[src/rtl/plru_pkg.sv]
// ----------------------------------------------------------------------------
// plru_pkg
// Shared constants, codes and types of the pinned LRU tile cache policy.
// ----------------------------------------------------------------------------
package plru_pkg;

  localparam int ENTRIES = 16;
  localparam int IW      = $clog2(ENTRIES);
  localparam int CW      = $clog2(ENTRIES + 1);

  typedef enum logic [1:0] {
    OP_ACQUIRE = 2'd0,
    OP_RELEASE = 2'd1,
    OP_FLUSH   = 2'd2,
    OP_CLEAR   = 2'd3
  } op_t;

  localparam logic [1:0] STAT_OK     = 2'd0;
  localparam logic [1:0] STAT_ABSENT = 2'd1;
  localparam logic [1:0] STAT_PINNED = 2'd2;

  localparam logic KIND_WB     = 1'b0;
  localparam logic KIND_STATUS = 1'b1;

  typedef enum logic [3:0] {
    S_IDLE,
    S_LOOKUP,
    S_CHECK,
    S_VSCAN,
    S_EVICT,
    S_INSTALL,
    S_FLUSH,
    S_FLUSH_END,
    S_CLEAR,
    S_WAIT
  } state_t;

  typedef struct packed {
    logic        kind;
    logic [1:0]  status;
    logic        hit;
    logic [3:0]  slot;
    logic [15:0] row;
    logic [15:0] col;
    logic [3:0]  red;
    logic        last;
  } res_t;

endpackage

[src/rtl/pinned_lru_tile_cache_policy_top.sv]
// ----------------------------------------------------------------------------
// pinned_lru_tile_cache_policy_top
// One operation at a time; the entry scan moves on by one entry per cycle
// while no result waits on the output.
// Reset (rst_n low, synchronous): table empty, counters zero, budget 1048576.
// ----------------------------------------------------------------------------
module pinned_lru_tile_cache_policy_top (
  input  logic        clk,
  input  logic        rst_n,
  input  logic        cfg_valid,
  output logic        cfg_ready,
  input  logic [23:0] cfg_data,
  input  logic        in_valid,
  output logic        in_stall,
  input  logic [1:0]  in_operation,
  input  logic [15:0] in_tile_row,
  input  logic [15:0] in_tile_col,
  input  logic [20:0] in_tile_size,
  input  logic        in_backing_valid,
  input  logic [3:0]  in_reduction_kind,
  output logic        out_valid,
  input  logic        out_stall,
  output logic        out_kind,
  output logic [1:0]  out_status,
  output logic        out_hit,
  output logic [3:0]  out_slot,
  output logic [15:0] out_row,
  output logic [15:0] out_col,
  output logic [3:0]  out_reduction,
  output logic [4:0]  out_resident_tiles,
  output logic [31:0] out_hit_total,
  output logic [31:0] out_miss_total,
  output logic        out_last
);
  import plru_pkg::*;

  localparam logic [IW-1:0] LAST_IDX = IW'(ENTRIES - 1);

  state_t state_r, state_nxt, ret_r, ret_nxt;
  logic [23:0] cap_r;
  logic [ENTRIES-1:0] valid_r, valid_nxt, dirty_r, dirty_nxt, pin_r, pin_nxt;
  logic [IW-1:0] age_r [ENTRIES], age_nxt [ENTRIES];
  logic [15:0] erow_r [ENTRIES];
  logic [15:0] ecol_r [ENTRIES];
  logic [20:0] esize_r [ENTRIES];
  logic [3:0]  ered_r [ENTRIES];
  logic        wr_en;
  logic [IW-1:0] wr_slot;
  logic [24:0] words_r, words_nxt;
  logic [31:0] hits_r, hits_nxt, miss_r, miss_nxt;
  logic [CW-1:0] nval_r, nval_nxt;
  logic [IW-1:0] idx_r, idx_nxt;
  op_t         op_r, op_nxt;
  logic [15:0] row_r, row_nxt, col_r, col_nxt;
  logic [20:0] size_r, size_nxt;
  logic        bv_r, bv_nxt;
  logic [3:0]  red_r, red_nxt;
  logic        vf_r, vf_nxt, vd_r, vd_nxt;
  logic [IW-1:0] vs_r, vs_nxt, va_r, va_nxt;
  logic [15:0] vrow_r, vrow_nxt, vcol_r, vcol_nxt;
  logic [20:0] vsize_r, vsize_nxt;
  logic [3:0]  vred_r, vred_nxt;
  logic        ov_r, ov_nxt;
  res_t        res_r, res_nxt;
  logic        take;
  logic [IW-1:0] free_slot;

  assign cfg_ready = 1'b1;
  assign in_stall  = (state_r != S_IDLE);
  assign out_valid = ov_r;
  assign out_kind = res_r.kind;
  assign out_status = res_r.status;
  assign out_hit = res_r.hit;
  assign out_slot = res_r.slot;
  assign out_row = res_r.row;
  assign out_col = res_r.col;
  assign out_reduction = res_r.red;
  assign out_last = res_r.last;
  assign out_resident_tiles = 5'(nval_r);
  assign out_hit_total = hits_r;
  assign out_miss_total = miss_r;

  always_comb begin
    free_slot = '0;
    for (int j = ENTRIES - 1; j >= 0; j--) begin
      if (!valid_r[j]) free_slot = IW'(j);
    end
  end

  assign take = valid_r[idx_r] && !pin_r[idx_r] && (!vf_r || age_r[idx_r] > va_r);

  always_comb begin
    state_nxt = state_r; ret_nxt = ret_r;
    valid_nxt = valid_r; dirty_nxt = dirty_r; pin_nxt = pin_r;
    for (int j = 0; j < ENTRIES; j++) age_nxt[j] = age_r[j];
    wr_en = 1'b0; wr_slot = free_slot;
    words_nxt = words_r; hits_nxt = hits_r; miss_nxt = miss_r; nval_nxt = nval_r;
    idx_nxt = idx_r; op_nxt = op_r; row_nxt = row_r; col_nxt = col_r;
    size_nxt = size_r; bv_nxt = bv_r; red_nxt = red_r;
    vf_nxt = vf_r; vd_nxt = vd_r; vs_nxt = vs_r; va_nxt = va_r;
    vrow_nxt = vrow_r; vcol_nxt = vcol_r; vsize_nxt = vsize_r; vred_nxt = vred_r;
    ov_nxt = ov_r; res_nxt = res_r;
    case (state_r)
      S_IDLE: begin
        if (in_valid) begin
          op_nxt = op_t'(in_operation);
          row_nxt = in_tile_row; col_nxt = in_tile_col; size_nxt = in_tile_size;
          bv_nxt = in_backing_valid; red_nxt = in_reduction_kind;
          idx_nxt = '0;
          case (op_t'(in_operation))
            OP_ACQUIRE, OP_RELEASE: state_nxt = S_LOOKUP;
            OP_FLUSH: state_nxt = S_FLUSH;
            default: state_nxt = S_CLEAR;
          endcase
        end
      end
      S_LOOKUP: begin
        if (valid_r[idx_r] && erow_r[idx_r] == row_r && ecol_r[idx_r] == col_r) begin
          ov_nxt = 1'b1; state_nxt = S_WAIT;
          res_nxt = '{KIND_STATUS, STAT_OK, 1'b0, 4'(idx_r), row_r, col_r,
                      ered_r[idx_r], 1'b1};
          if (op_r == OP_ACQUIRE) begin
            if (hits_r != '1) hits_nxt = hits_r + 32'd1;
            for (int j = 0; j < ENTRIES; j++) begin
              if (valid_r[j] && IW'(j) != idx_r && age_r[j] < age_r[idx_r])
                age_nxt[j] = age_r[j] + 1'b1;
            end
            age_nxt[idx_r] = '0;
            pin_nxt[idx_r] = 1'b1;
            res_nxt.hit = 1'b1;
          end else begin
            pin_nxt[idx_r] = 1'b0;
            dirty_nxt[idx_r] = 1'b1;
          end
        end else if (idx_r == LAST_IDX) begin
          if (op_r == OP_ACQUIRE) begin
            if (miss_r != '1) miss_nxt = miss_r + 32'd1;
            state_nxt = S_CHECK;
          end else begin
            ov_nxt = 1'b1; state_nxt = S_WAIT;
            res_nxt = '{KIND_STATUS, STAT_ABSENT, 1'b0, 4'd0, row_r, col_r, 4'd0, 1'b1};
          end
        end else begin
          idx_nxt = idx_r + 1'b1;
        end
      end
      S_CHECK: begin
        if (({1'b0, words_r} + 26'(size_r)) > 26'(cap_r) || nval_r == CW'(ENTRIES)) begin
          idx_nxt = '0; vf_nxt = 1'b0; state_nxt = S_VSCAN;
        end else begin
          state_nxt = S_INSTALL;
        end
      end
      S_VSCAN: begin
        if (take) begin
          vf_nxt = 1'b1; vs_nxt = idx_r; va_nxt = age_r[idx_r];
          vd_nxt = dirty_r[idx_r]; vrow_nxt = erow_r[idx_r]; vcol_nxt = ecol_r[idx_r];
          vsize_nxt = esize_r[idx_r]; vred_nxt = ered_r[idx_r];
        end
        if (idx_r == LAST_IDX) begin
          if (vf_r || take) begin
            state_nxt = S_EVICT;
          end else begin
            ov_nxt = 1'b1; state_nxt = S_WAIT;
            res_nxt = '{KIND_STATUS, STAT_PINNED, 1'b0, 4'd0, row_r, col_r, 4'd0, 1'b1};
          end
        end else begin
          idx_nxt = idx_r + 1'b1;
        end
      end
      S_EVICT: begin
        valid_nxt[vs_r] = 1'b0;
        dirty_nxt[vs_r] = 1'b0;
        words_nxt = words_r - 25'(vsize_r);
        nval_nxt = nval_r - 1'b1;
        for (int j = 0; j < ENTRIES; j++) begin
          if (valid_r[j] && age_r[j] > va_r) age_nxt[j] = age_r[j] - 1'b1;
        end
        if (vd_r) begin
          ov_nxt = 1'b1; state_nxt = S_WAIT; ret_nxt = S_CHECK;
          res_nxt = '{KIND_WB, STAT_OK, 1'b0, 4'(vs_r), vrow_r, vcol_r, vred_r, 1'b0};
        end else begin
          state_nxt = S_CHECK;
        end
      end
      S_INSTALL: begin
        wr_en = 1'b1;
        for (int j = 0; j < ENTRIES; j++) begin
          if (valid_r[j]) age_nxt[j] = age_r[j] + 1'b1;
        end
        age_nxt[free_slot] = '0;
        valid_nxt[free_slot] = 1'b1;
        pin_nxt[free_slot] = 1'b1;
        dirty_nxt[free_slot] = !bv_r;
        words_nxt = words_r + 25'(size_r);
        nval_nxt = nval_r + 1'b1;
        ov_nxt = 1'b1; state_nxt = S_WAIT;
        res_nxt = '{KIND_STATUS, STAT_OK, 1'b0, 4'(free_slot), row_r, col_r, red_r, 1'b1};
      end
      S_FLUSH: begin
        if (valid_r[idx_r] && dirty_r[idx_r]) begin
          dirty_nxt[idx_r] = 1'b0;
          ov_nxt = 1'b1; state_nxt = S_WAIT;
          ret_nxt = (idx_r == LAST_IDX) ? S_FLUSH_END : S_FLUSH;
          res_nxt = '{KIND_WB, STAT_OK, 1'b0, 4'(idx_r), erow_r[idx_r], ecol_r[idx_r],
                      ered_r[idx_r], 1'b0};
        end else if (idx_r == LAST_IDX) begin
          state_nxt = S_FLUSH_END;
        end
        if (idx_r != LAST_IDX) idx_nxt = idx_r + 1'b1;
      end
      S_FLUSH_END: begin
        ov_nxt = 1'b1; state_nxt = S_WAIT;
        res_nxt = '{KIND_STATUS, STAT_OK, 1'b0, 4'd0, 16'd0, 16'd0, 4'd0, 1'b1};
      end
      S_CLEAR: begin
        valid_nxt = '0; dirty_nxt = '0; pin_nxt = '0;
        for (int j = 0; j < ENTRIES; j++) age_nxt[j] = '0;
        words_nxt = '0; hits_nxt = '0; miss_nxt = '0; nval_nxt = '0;
        ov_nxt = 1'b1; state_nxt = S_WAIT;
        res_nxt = '{KIND_STATUS, STAT_OK, 1'b0, 4'd0, 16'd0, 16'd0, 4'd0, 1'b1};
      end
      S_WAIT: begin
        if (!out_stall) begin
          ov_nxt = 1'b0;
          state_nxt = res_r.last ? S_IDLE : ret_r;
        end
      end
      default: state_nxt = S_IDLE;
    endcase
  end

  always_ff @(posedge clk) begin
    if (!rst_n) begin
      state_r <= S_IDLE;
      ret_r   <= S_IDLE;
      cap_r   <= 24'd1048576;
      valid_r <= '0;
      dirty_r <= '0;
      pin_r   <= '0;
      for (int j = 0; j < ENTRIES; j++) age_r[j] <= '0;
      words_r <= '0;
      hits_r  <= '0;
      miss_r  <= '0;
      nval_r  <= '0;
      ov_r    <= 1'b0;
    end else begin
      state_r <= state_nxt;
      ret_r   <= ret_nxt;
      if (cfg_valid && cfg_ready) cap_r <= cfg_data;
      valid_r <= valid_nxt;
      dirty_r <= dirty_nxt;
      pin_r   <= pin_nxt;
      for (int j = 0; j < ENTRIES; j++) age_r[j] <= age_nxt[j];
      words_r <= words_nxt;
      hits_r  <= hits_nxt;
      miss_r  <= miss_nxt;
      nval_r  <= nval_nxt;
      ov_r    <= ov_nxt;
    end
  end

  always_ff @(posedge clk) begin
    idx_r <= idx_nxt;
    op_r <= op_nxt; row_r <= row_nxt; col_r <= col_nxt;
    size_r <= size_nxt; bv_r <= bv_nxt; red_r <= red_nxt;
    vf_r <= vf_nxt; vd_r <= vd_nxt; vs_r <= vs_nxt; va_r <= va_nxt;
    vrow_r <= vrow_nxt; vcol_r <= vcol_nxt; vsize_r <= vsize_nxt; vred_r <= vred_nxt;
    res_r <= res_nxt;
    if (wr_en) begin
      erow_r[wr_slot]  <= row_r;
      ecol_r[wr_slot]  <= col_r;
      esize_r[wr_slot] <= size_r;
      ered_r[wr_slot]  <= red_r;
    end
  end

endmodule

[config.mk]
export PLATFORM = sky130hd
export DESIGN_NAME = pinned_lru_tile_cache_policy_top
export DESIGN_NICKNAME = d
export VERILOG_FILES = /design/src/rtl/plru_pkg.sv /design/src/rtl/pinned_lru_tile_cache_policy_top.sv
export SDC_FILE = /design/constraint.sdc
export NUM_CORES = 2
export LEC_CHECK = 0
export BUFFER_PORTS_ARGS = -buffer_cell sky130_fd_sc_hd__buf_4
export CAP_MARGIN = 5
export CORE_ASPECT_RATIO = 0.75
export CORE_MARGIN = 8
export CORE_UTILIZATION = 45
export DETAILED_ROUTE_END_ITERATION = 7
export GPL_TIMING_DRIVEN = 0
export PLACE_DENSITY = 0.73
export SLEW_MARGIN = 20
export SYNTH_ARGS = -nofsm -noshare
export SYNTH_HDL_FRONTEND = slang
export SYNTH_SLANG_ARGS = --single-unit
[constraint.sdc]
create_clock -name clk -period 12.3 [get_ports clk]
set_input_delay 1.23 -clock clk [delete_from_list [all_inputs] [get_ports clk]]
set_output_delay 1.23 -clock clk [all_outputs]
set_load 0.03 [all_outputs]
==> results_dict.tcl <==
set metrics [dict create \
    yosysWarningCount 0 \
    finalMaxSlewViolations 0 \
    dp_hpwl_um 148000 \
    ios 206 \
    die_w_um 450 \
    synth_ff_type "edfxtp_1" \
    finish.utilization 0.522 \
    nFillCells 11538 \
    finalWirelength_um 217000 \
    layout_common_cells "edfxtp_1, nand2_1, mux4_2, nor2_1, a21oi_1" \
    track_usage 0.272 \
    grt_max_degree 52 \
    overflow 0 \
    cts.sinks 1329 \
    synth_top_family_by_area "multiplexers" \
    htree_levels 4 \
    final_cells 7077 \
    max-cap-violations 0 \
    hold_ws_ns 0.497 \
    first_pass_iters 8 \
    hold_path.class "reg -> reg" \
    syn_nets 5022 \
    crit_arrival_ns 9.02 \
    grt_pass1_wl_um 312000 \
    clk_path_buf_depth 3 \
    placed_area_um2 68800 \
    cts_setup_buffers 0 \
    rsz0062_at_grt "false" \
    cts-buffers-inserted 134 \
    clk_pin_slew_ns 0.06 \
    ys_seq_area_frac 0.589 \
    initial_utilization 0.453 \
    synth_edf_count 1087 \
    hold_viol 0 \
    place.gp.congestion 1.03 \
    violations "DRC" \
    core_area_um2 140000 \
    dp.cells 6832 \
    critPathKind "reg -> reg" \
    p_leak_uw 0.0253 \
    ctsHoldBuffers 0 \
    ir_drop_mv 0.155 \
    synth_compound_area_frac 0.106 \
    wl_per_cell_um 30.6 \
    worst_slew_pin_slew_ns 1.35 \
    drcViolationCount 5 \
    slew_headroom 0.103 \
    mostFrequentLayoutCell "edfxtp_1" \
    fin_skew_ns 0.0537 \
    ant_nets 0 \
    nNetsFinal 5413 \
    synth_seq_cells 1329 \
    dpl_worst_slack_ns 4.38 \
    dieHeight_um 342 \
    yosys.area_share.adder 0.0456 \
    async_flop_share 0 \
    antenna_found_initial 6 \
    synthesis.area_um2 63600 \
    synth_xor_area_frac 0.0168 \
    drt_iter0_markers 7328 \
    grt_pass1_vias 44405 \
    cts_tree "built" \
    fmax_mhz 120 \
    power_density_nw_per_um2 217 \
    status "complete, but fails checks" \
    syn_area_per_cell_um2 13.5 \
    cts_resized 0 \
    layout_setup_ws_ns 3.96 \
    syn_to_final_growth_pct 15.2 \
    cp-end-kind "register" \
    min_period_over_period 0.678 \
    ys_top_cells_by_area "edfxtp_1, mux4_2, dfxtp_1, ha_1, mux2i_1" \
    io_buffers 202 \
    crit_required_ns 12.98 \
    root_buffer "clkbuf_16" \
    rows 119 \
    fp.dieArea_um2 154000 \
    design_area_um2 73300 \
    clk_latency_ns 0.81 \
    yosys.area_share.simple 0.0880 \
    vias 46449 \
    viasPerCell 6.56 \
    final-setup-viol-count 0 \
    cp-start-kind "register" \
    yosysTopAreaCellShare 0.513 \
    syn_inst 4703 \
    synth.distinct_cells 90 \
    synth_top_area_cell "edfxtp_1" \
    crit_fanout 10 \
    fin_crit_ns 8.34 \
    synth_mux_area_frac 0.127 \
    layout-drive-gt1-share 0.170 \
]
cell type report:
class	instances	area, um^2	share of cell area
well taps	1875	2350	0.0320
clock inverters	81	970	0.0132
inverters	160	638	0.00871
flip-flops and latches	1329	37500	0.511
plain buffers	265	1170	0.0160
repair buffers	255	2670	0.0365
clock buffers	162	3530	0.0482
diodes	1	2.50	0.0000341
multi-input cells	2949	24500	0.334
cells in the mapped netlist (14+ instances only):
cell / n
o211ai_1: 26
a221o_1: 15
inv_1: 157
nor3_1: 60
o311ai_0: 18
dfxtp_1: 242
or3_1: 41
and3_1: 32
and4_1: 16
nand4_1: 62
a31o_2: 16
o2111ai_1: 18
and2_1: 28
buf_1: 38
a21o_1: 49
o21ai_0: 195
a22oi_1: 30
o21a_1: 18
a21oi_1: 255
xnor2_1: 87
nor4_1: 39
nor2b_1: 35
ha_1: 227
nand3_1: 103
o22ai_1: 33
mux4_2: 284
nand2_1: 325
buf_2: 33
or4_1: 35
o31ai_1: 46
mux2i_1: 153
a211oi_1: 26
o21bai_1: 14
nor2_1: 292
edfxtp_1: 1087
nand2b_1: 42
nand3b_1: 14
xor2_1: 31
a221oi_1: 23
a31oi_1: 40
o221ai_1: 20
o32ai_1: 33
clkbuf_1: 171
metal layers:
layer	track usage	up-vias	routed length, um
met3	0.0812	634	29000
li1	-	19333	-
met2	0.395	3317	91800
met5	0	-	13
met1	0.384	23163	85900
met4	0.108	2	10000
sequential cells by signal (all words and copies together) (netlist names), 24 cells and up, named ones only:
signal          flops
out_hit_total      32
words_r            25
esize_r           336
ecol_r            256
out_miss_total     32
erow_r            256
ered_r             64
age_r              64
cap_r              24
critical path, stage by stage, from the launching register on:
cell and delay, ns:
dfxtp_1 0.31, clkbuf_1 0.30, nand2b_1 0.26, or3b_2 0.52, clkbuf_1 0.36, inv_1 0.31, buf_1 0.68, clkbuf_1 0.53
buf_1 0.71, buf_1 0.73, o21ai_0 0.18, ha_1 0.24, inv_1 0.07, fa_1 0.19, inv_1 0.04, a21oi_1 0.42
o211ai_1 0.20, a2111oi_0 0.81, o31a_1 0.41, o2111ai_1 0.18, a31oi_1 0.24, xnor2_1 0.18, o22ai_1 0.12, a22o_1 0.22
per-stage QoR:
stage,total power (uW),TNS (ns)
floorplan,9420,0
global placement,11400,-313.43
finish,15900,0
detailed placement,11500,0
global route,16400,0
CTS,15700,0
power breakdown:
part	switching [uW]	total [uW]	internal, uW
Sequential	495	5940	5440
Clock	1860	4230	2370
Combinational	3640	5720	2080
logic make-up after synthesis:
group | Yosys count
muxes | 450
xor gates and xnor gates | 120
DFF | 1329
buffers and inverters | 425
adders and majority gates | 230
and+or+nand+nor | 1149
other | 1
AOI/OAI and AO/OA | 999
path summary, 6_finish.rpt:
path,start,end,slack [ns],cells after the start
worst min-delay path,words_r[19]$_SDFFE_PN0N_,words_r[19]$_SDFFE_PN0N_,0.50,2
worst max-delay path,state_r[0]$_SDFFE_PN0P_,words_r[24]$_SDFFE_PN0N_,3.96,23
worst min register to register,words_r[19]$_SDFFE_PN0N_,words_r[19]$_SDFFE_PN0N_,0.50,2
worst max register to register,state_r[0]$_SDFFE_PN0P_,words_r[24]$_SDFFE_PN0N_,3.96,23
(Power assumes the default switching activity.)
